--- src/hw/rtl/srfpll_pkg.sv ---
package srfpll_pkg;

    localparam int V_W     = 32;
    localparam int FREQ_W  = 40;
    localparam int XY_W    = 42;
    localparam int Z_W     = 33;
    localparam int MA_W    = 35;
    localparam int MB_W    = 33;
    localparam int PROD_W  = 68;
    localparam int CFG_IDX_W = 8;
    localparam int CFG_DATA_W = 32;
    localparam int OFF_W   = 12;
    localparam int GAIN_W  = 24;
    localparam int ROT_STEPS = 24;
    localparam int ROT_IDX_W = 5;
    localparam int OUT_W   = 200;

    localparam logic signed [MB_W-1:0] INV3_Q30     = 33'sd357913941;
    localparam logic signed [MB_W-1:0] INVSQRT3_Q30 = 33'sd619925131;
    localparam logic signed [MB_W-1:0] INVK_Q30     = 33'sd652032874;

    localparam logic signed [FREQ_W-1:0] FREQ_RESET = 40'sd2748779069;

    localparam logic [OFF_W-1:0]  OFFSET_A_RESET = 12'd2117;
    localparam logic [OFF_W-1:0]  OFFSET_B_RESET = 12'd2090;
    localparam logic [OFF_W-1:0]  OFFSET_C_RESET = 12'd2102;
    localparam logic [GAIN_W-1:0] GAIN_A_RESET   = 24'd2913199;
    localparam logic [GAIN_W-1:0] GAIN_B_RESET   = 24'd2905378;
    localparam logic [GAIN_W-1:0] GAIN_C_RESET   = 24'd2940244;
    localparam logic signed [V_W-1:0] COEF_NOW_RESET  = 32'sd4844136;
    localparam logic signed [V_W-1:0] COEF_PREV_RESET = -32'sd4839830;

    localparam logic signed [PROD_W-1:0] S32_MAX = 68'sd2147483647;
    localparam logic signed [PROD_W-1:0] S32_MIN = -68'sd2147483648;
    localparam logic signed [PROD_W-1:0] S40_MAX = 68'sd549755813887;
    localparam logic signed [PROD_W-1:0] S40_MIN = -68'sd549755813888;

    typedef enum logic [CFG_IDX_W-1:0] {
        CFG_OFFSET_A  = 8'd0,
        CFG_OFFSET_B  = 8'd1,
        CFG_OFFSET_C  = 8'd2,
        CFG_GAIN_A    = 8'd3,
        CFG_GAIN_B    = 8'd4,
        CFG_GAIN_C    = 8'd5,
        CFG_COEF_NOW  = 8'd6,
        CFG_COEF_PREV = 8'd7
    } cfg_reg_t;

    typedef enum logic [3:0] {
        OP_A, OP_B, OP_C, OP_ALPHA, OP_BETA, OP_ZERO, OP_X, OP_Y,
        OP_PI_NOW, OP_PI_PREV
    } mul_op_t;

    typedef struct packed {
        logic                 load;
        logic                 mul_en;
        logic                 wb_en;
        mul_op_t              op;
        logic                 fold;
        logic                 rot_en;
        logic [ROT_IDX_W-1:0] rot_idx;
        logic                 vq_en;
        logic                 fin;
    } cmd_t;

    function automatic logic signed [PROD_W-1:0] rnd_shift(
        input logic signed [PROD_W-1:0] p,
        input int unsigned              n
    );
        logic signed [PROD_W-1:0] half;
        half = PROD_W'(1) << (n - 1);
        return (p + half) >>> n;
    endfunction

    function automatic logic signed [V_W-1:0] sat32(input logic signed [PROD_W-1:0] v);
        if (v > S32_MAX)
            return V_W'(S32_MAX);
        else if (v < S32_MIN)
            return V_W'(S32_MIN);
        return v[V_W-1:0];
    endfunction

    function automatic logic signed [FREQ_W-1:0] sat40(input logic signed [PROD_W-1:0] v);
        if (v > S40_MAX)
            return FREQ_W'(S40_MAX);
        else if (v < S40_MIN)
            return FREQ_W'(S40_MIN);
        return v[FREQ_W-1:0];
    endfunction

    // arctan(2^-i) in 2^-32 turns
    function automatic logic signed [Z_W-1:0] atan_turn(input logic [ROT_IDX_W-1:0] i);
        logic signed [Z_W-1:0] r;
        case (i)
            5'd0:  r = 33'sd536870912;
            5'd1:  r = 33'sd316933406;
            5'd2:  r = 33'sd167458907;
            5'd3:  r = 33'sd85004756;
            5'd4:  r = 33'sd42667331;
            5'd5:  r = 33'sd21354465;
            5'd6:  r = 33'sd10679838;
            5'd7:  r = 33'sd5340245;
            5'd8:  r = 33'sd2670163;
            5'd9:  r = 33'sd1335087;
            5'd10: r = 33'sd667544;
            5'd11: r = 33'sd333772;
            5'd12: r = 33'sd166886;
            5'd13: r = 33'sd83443;
            5'd14: r = 33'sd41722;
            5'd15: r = 33'sd20861;
            5'd16: r = 33'sd10430;
            5'd17: r = 33'sd5215;
            5'd18: r = 33'sd2608;
            5'd19: r = 33'sd1304;
            5'd20: r = 33'sd652;
            5'd21: r = 33'sd326;
            5'd22: r = 33'sd163;
            5'd23: r = 33'sd81;
            default: r = '0;
        endcase
        return r;
    endfunction

endpackage

--- src/hw/rtl/srfpll_ctrl.sv ---
module srfpll_ctrl (
    input  logic               clk,
    input  logic               rst_n,
    input  logic               in_valid,
    output logic               in_ready,
    output logic               out_valid,
    input  logic               out_ready,
    output srfpll_pkg::cmd_t   cmd
);
    import srfpll_pkg::*;

    typedef enum logic [2:0] {
        S_IDLE, S_MUL, S_WB, S_FOLD, S_ROT, S_VQ, S_FIN
    } state_t;

    state_t               state_reg, state_next;
    mul_op_t              op_reg, op_next;
    logic [ROT_IDX_W-1:0] rot_reg, rot_next;
    logic                 out_valid_reg, out_valid_next;

    always_comb
    begin
        state_next     = state_reg;
        op_next        = op_reg;
        rot_next       = rot_reg;
        out_valid_next = out_valid_reg;
        if (out_valid_reg && out_ready)
            out_valid_next = 1'b0;
        unique case (state_reg)
            S_IDLE:
            begin
                if (in_valid)
                begin
                    state_next = S_MUL;
                    op_next    = OP_A;
                end
            end
            S_MUL:
                state_next = S_WB;
            S_WB:
            begin
                if (op_reg == OP_Y)
                    state_next = S_FOLD;
                else if (op_reg == OP_PI_PREV)
                    state_next = S_FIN;
                else
                begin
                    op_next    = mul_op_t'(op_reg + 4'd1);
                    state_next = S_MUL;
                end
            end
            S_FOLD:
            begin
                rot_next   = '0;
                state_next = S_ROT;
            end
            S_ROT:
            begin
                if (rot_reg == ROT_IDX_W'(ROT_STEPS - 1))
                    state_next = S_VQ;
                else
                    rot_next = rot_reg + 1'b1;
            end
            S_VQ:
            begin
                op_next    = OP_PI_NOW;
                state_next = S_MUL;
            end
            S_FIN:
            begin
                // result register must be empty before the state is committed
                if (!out_valid_reg)
                begin
                    out_valid_next = 1'b1;
                    state_next     = S_IDLE;
                end
            end
            default:
                state_next = S_IDLE;
        endcase
    end

    always_ff @(posedge clk or negedge rst_n)
    begin
        if (!rst_n)
        begin
            state_reg     <= S_IDLE;
            op_reg        <= OP_A;
            rot_reg       <= '0;
            out_valid_reg <= 1'b0;
        end
        else
        begin
            state_reg     <= state_next;
            op_reg        <= op_next;
            rot_reg       <= rot_next;
            out_valid_reg <= out_valid_next;
        end
    end

    assign in_ready  = (state_reg == S_IDLE);
    assign out_valid = out_valid_reg;

    always_comb
    begin
        cmd.load    = (state_reg == S_IDLE) && in_valid;
        cmd.mul_en  = (state_reg == S_MUL);
        cmd.wb_en   = (state_reg == S_WB);
        cmd.op      = op_reg;
        cmd.fold    = (state_reg == S_FOLD);
        cmd.rot_en  = (state_reg == S_ROT);
        cmd.rot_idx = rot_reg;
        cmd.vq_en   = (state_reg == S_VQ);
        cmd.fin     = (state_reg == S_FIN) && !out_valid_reg;
    end

endmodule

--- config.mk ---
export PLATFORM = sky130hd
export DESIGN_NAME = srfpll_ctrl
export DESIGN_NICKNAME = d
export VERILOG_FILES = /design/src/hw/rtl/srfpll_pkg.sv /design/src/hw/rtl/srfpll_ctrl.sv
export SDC_FILE = /design/constraint.sdc
export NUM_CORES = 1
export LEC_CHECK = 0
export BUFFER_PORTS_ARGS = -buffer_cell sky130_fd_sc_hd__buf_2
export CAP_MARGIN = 20
export CORE_MARGIN = 10
export CORE_UTILIZATION = 45
export CTS_CLUSTER_DIAMETER = 30
export DETAILED_ROUTE_END_ITERATION = 8
export GPL_TIMING_DRIVEN = 0
export PLACE_DENSITY = 0.73
export SLEW_MARGIN = 20
export SYNTH_ARGS = -nofsm -noshare
export SYNTH_HDL_FRONTEND = slang
export SYNTH_SLANG_ARGS = --single-unit
--- constraint.sdc ---
create_clock -name clk -period 1.41 [get_ports clk]
set_clock_uncertainty 0.1 [all_clocks]
set_input_delay 0.141 -clock clk [delete_from_list [all_inputs] [get_ports clk]]
set_output_delay 0.141 -clock clk [all_outputs]
set_load 0.01 [all_outputs]
==> results.tsv <==
metric	value	unit
rsz0062_at_grt	true	
wirelength	2840	um
fin_hold_ws	0.148	ns
portBuffers	21	
synth_cells	85	
synth_fp_nets	92	
final_nets	148	
grt_pass1_wl	4200	um
initial_core_util	0.474	
crit_path_start_kind	register	
clk_latency	0.28	ns
synth_area_leaders	dfrtp_1, ha_1, nand3_1	
failed_checks	setup timing	
fp.coreArea	0.00173	mm^2
grt-ovfl-total	0	
final_hold_viol_count	0	
holdPathStages	3	
grt_usage	0.128	
root_buffer	clkbuf_4	
ys_ff_latch	13	
cts_buffer_depth	2	
htreeDepth	1	
dr.pass1.iters	4	
place_congestion	0.813	
post_drt_wl_per_cell	17.2	um
power.leakage	0.684	nW
die_area	0.00392	mm^2
ys_seq_area_frac	0.398	
avgSynthCellArea	9.63	um^2
final_common_cell	buf_4	
fmax	613	MHz
grt_pass1_vias	920	
diodes	0	
ant_nets	0	
route.vias.total	900	
finalSetupViolCount	17	
hold_class	in2reg	
ys_warn_count	0	
p_total	2.95	mW
r2r_setup_slack	-0.20	ns
drt_iter0_markers	14	
dpl.hpwl	1470	um
min_period	1.63	ns
largest_reg_flops	5	
cp.arrival	1.39	ns
drive_gt1_frac	0.636	
rows	15	
synthesis.area	818	um^2
io_pins	22	
r2r_cells	7	
yosys.area.top_type_share	0.398	
yosysTopAreaCell	dfrtp_1	
critPathMaxFanout	7	
cts_tree	built	
drc_errors	0	
finalMaxSlewViolations	0	
viasPerCell	5.45	
syn_to_final_growth	71.3	%
max-slew-margin-rel	0.783	
worstMarginPinSlew	0.325	ns
layout_common_cells	buf_4, buf_2, buf_6, dfrtp_1	
path_class	reg2out	
cp.required	1.17	ns
die_w	62.6	um
crit_path_end_kind	output port	
fin_ws	-0.222	ns
numCtsBuffers	3	
cts.reportedPaths.clkPinSlew	0.08	ns
outcome	finished with violations	
synth_cell_type_count	36	
die_y	62.6	um
period_share	1.16	
vdd_drop_max	0.00150	V
maxCapViolCount	0	
grt_max_degree	14	
antenna_found_initial	0	
clock_sinks	13	
powerDensity	2110	mW/mm^2
==> final timing paths <==
path | from | end
worst max-delay path | state_reg[0] | cmd[14]
worst min-delay path | in_valid | state_reg[0]
worst max register to register | state_reg[2] | op_reg[3]
worst min register to register | rot_reg[1] | rot_reg[1]
max in group asynchronous | rst_n | rot_reg[1]
min in group asynchronous | rst_n | state_reg[0]
==> cell usage after synthesis <==
cell       n
inv_1      3
nor3b_4    1
nor2_1     5
nand4_1    1
o32a_1     1
and4_1     1
xor2_1     2
mux2i_1    1
nand3b_1   2
nor2b_1    2
nand2b_1   1
dfrtp_1   13
clkbuf_1   1
buf_6      3
clkinv_4   1
nand4_2    1
nor3_2     1
nor3_1     1
a21oi_2    1
o22ai_1    2
o211ai_1   1
a22oi_1    1
nor2_8     1
a21oi_1    4
nand2_1    8
and2_1     1
nand3_1    7
o21bai_1   1
nand2_4    1
o21ai_0    7
nand4b_1   1
and3_1     2
ha_1       3
and3b_2    1
and2b_1    1
or2_2      1
==> power by group <==
part	internal, mW	leakage [nW]	switching, mW
clock	0.110	0.0150	0.129
sequential	0.520	0.165	0.166
combinational	1.08	0.504	0.947
total	1.71	0.684	1.24
==> layout make-up <==
cell class	instances	area, um^2
multi-input combinational	64	548
tap	25	31.3
sequential	13	330
clock buffer	4	26.3
fill	115	325
buffer	3	33.8
timing repair buffer	52	409
inverter	4	22.5
==> kinds of logic (layout without fill, tap and decap cells) <==
group,count (synthesis),count (layout),synth area share
AO/OA/AOI/OAI,18,18,0.133
multiplexers,1,1,0.0122
AND/OR/NAND/NOR,40,40,0.320
XOR/XNOR,2,2,0.0214
buffers and inverters,8,63,0.0703
flip-flops,13,13,0.398
adder cells (fa/ha/maj),3,3,0.0459
==> metrics by stage <==
step | std cells | setup WS [ns] | TNS (ns) | cell area, um^2 | util
after floorplan | 85 | -0.128 | -0.137 | 833 | -
after global placement | 131 | -0.157 | -0.216 | 970 | 0.562
after detailed placement | 131 | -0.178 | -0.400 | 970 | 0.562
after CTS | 154 | -0.196 | -1.50 | 1210 | 0.703
after global routing | 165 | -0.279 | -3.56 | 1400 | 0.812
final | 165 | -0.222 | -2.29 | 1400 | 0.812
==> critical path, cell delays in order, from the launching register on <==
cell,delay (ns)
dfrtp_1,0.41
buf_6,0.16
buf_6,0.11
nor2b_2,0.15
and2b_1,0.15
buf_2,0.13
==> routing by layer <==
layer,up-vias,track usage,part of all wire
met5,-,0,0
li1,411,-,-
met4,0,0.0726,0.036
met2,35,0.228,0.55
met1,444,0.130,0.35
met3,10,0.0341,0.065
==> repair_timing <==
| item | in CTS | in global routing |
|---|---|---|
| pin swaps | 5 | 14 |
| gates resized for setup | 16 | 26 |
| hold endpoints to repair | 14 | 0 |
| endpoints found under the setup margin | 17 | 20 |
| setup buffers | 17 | 12 |
| hold buffers | 2 | 0 |
No activity file was read; power rests on OpenSTA's default activity.
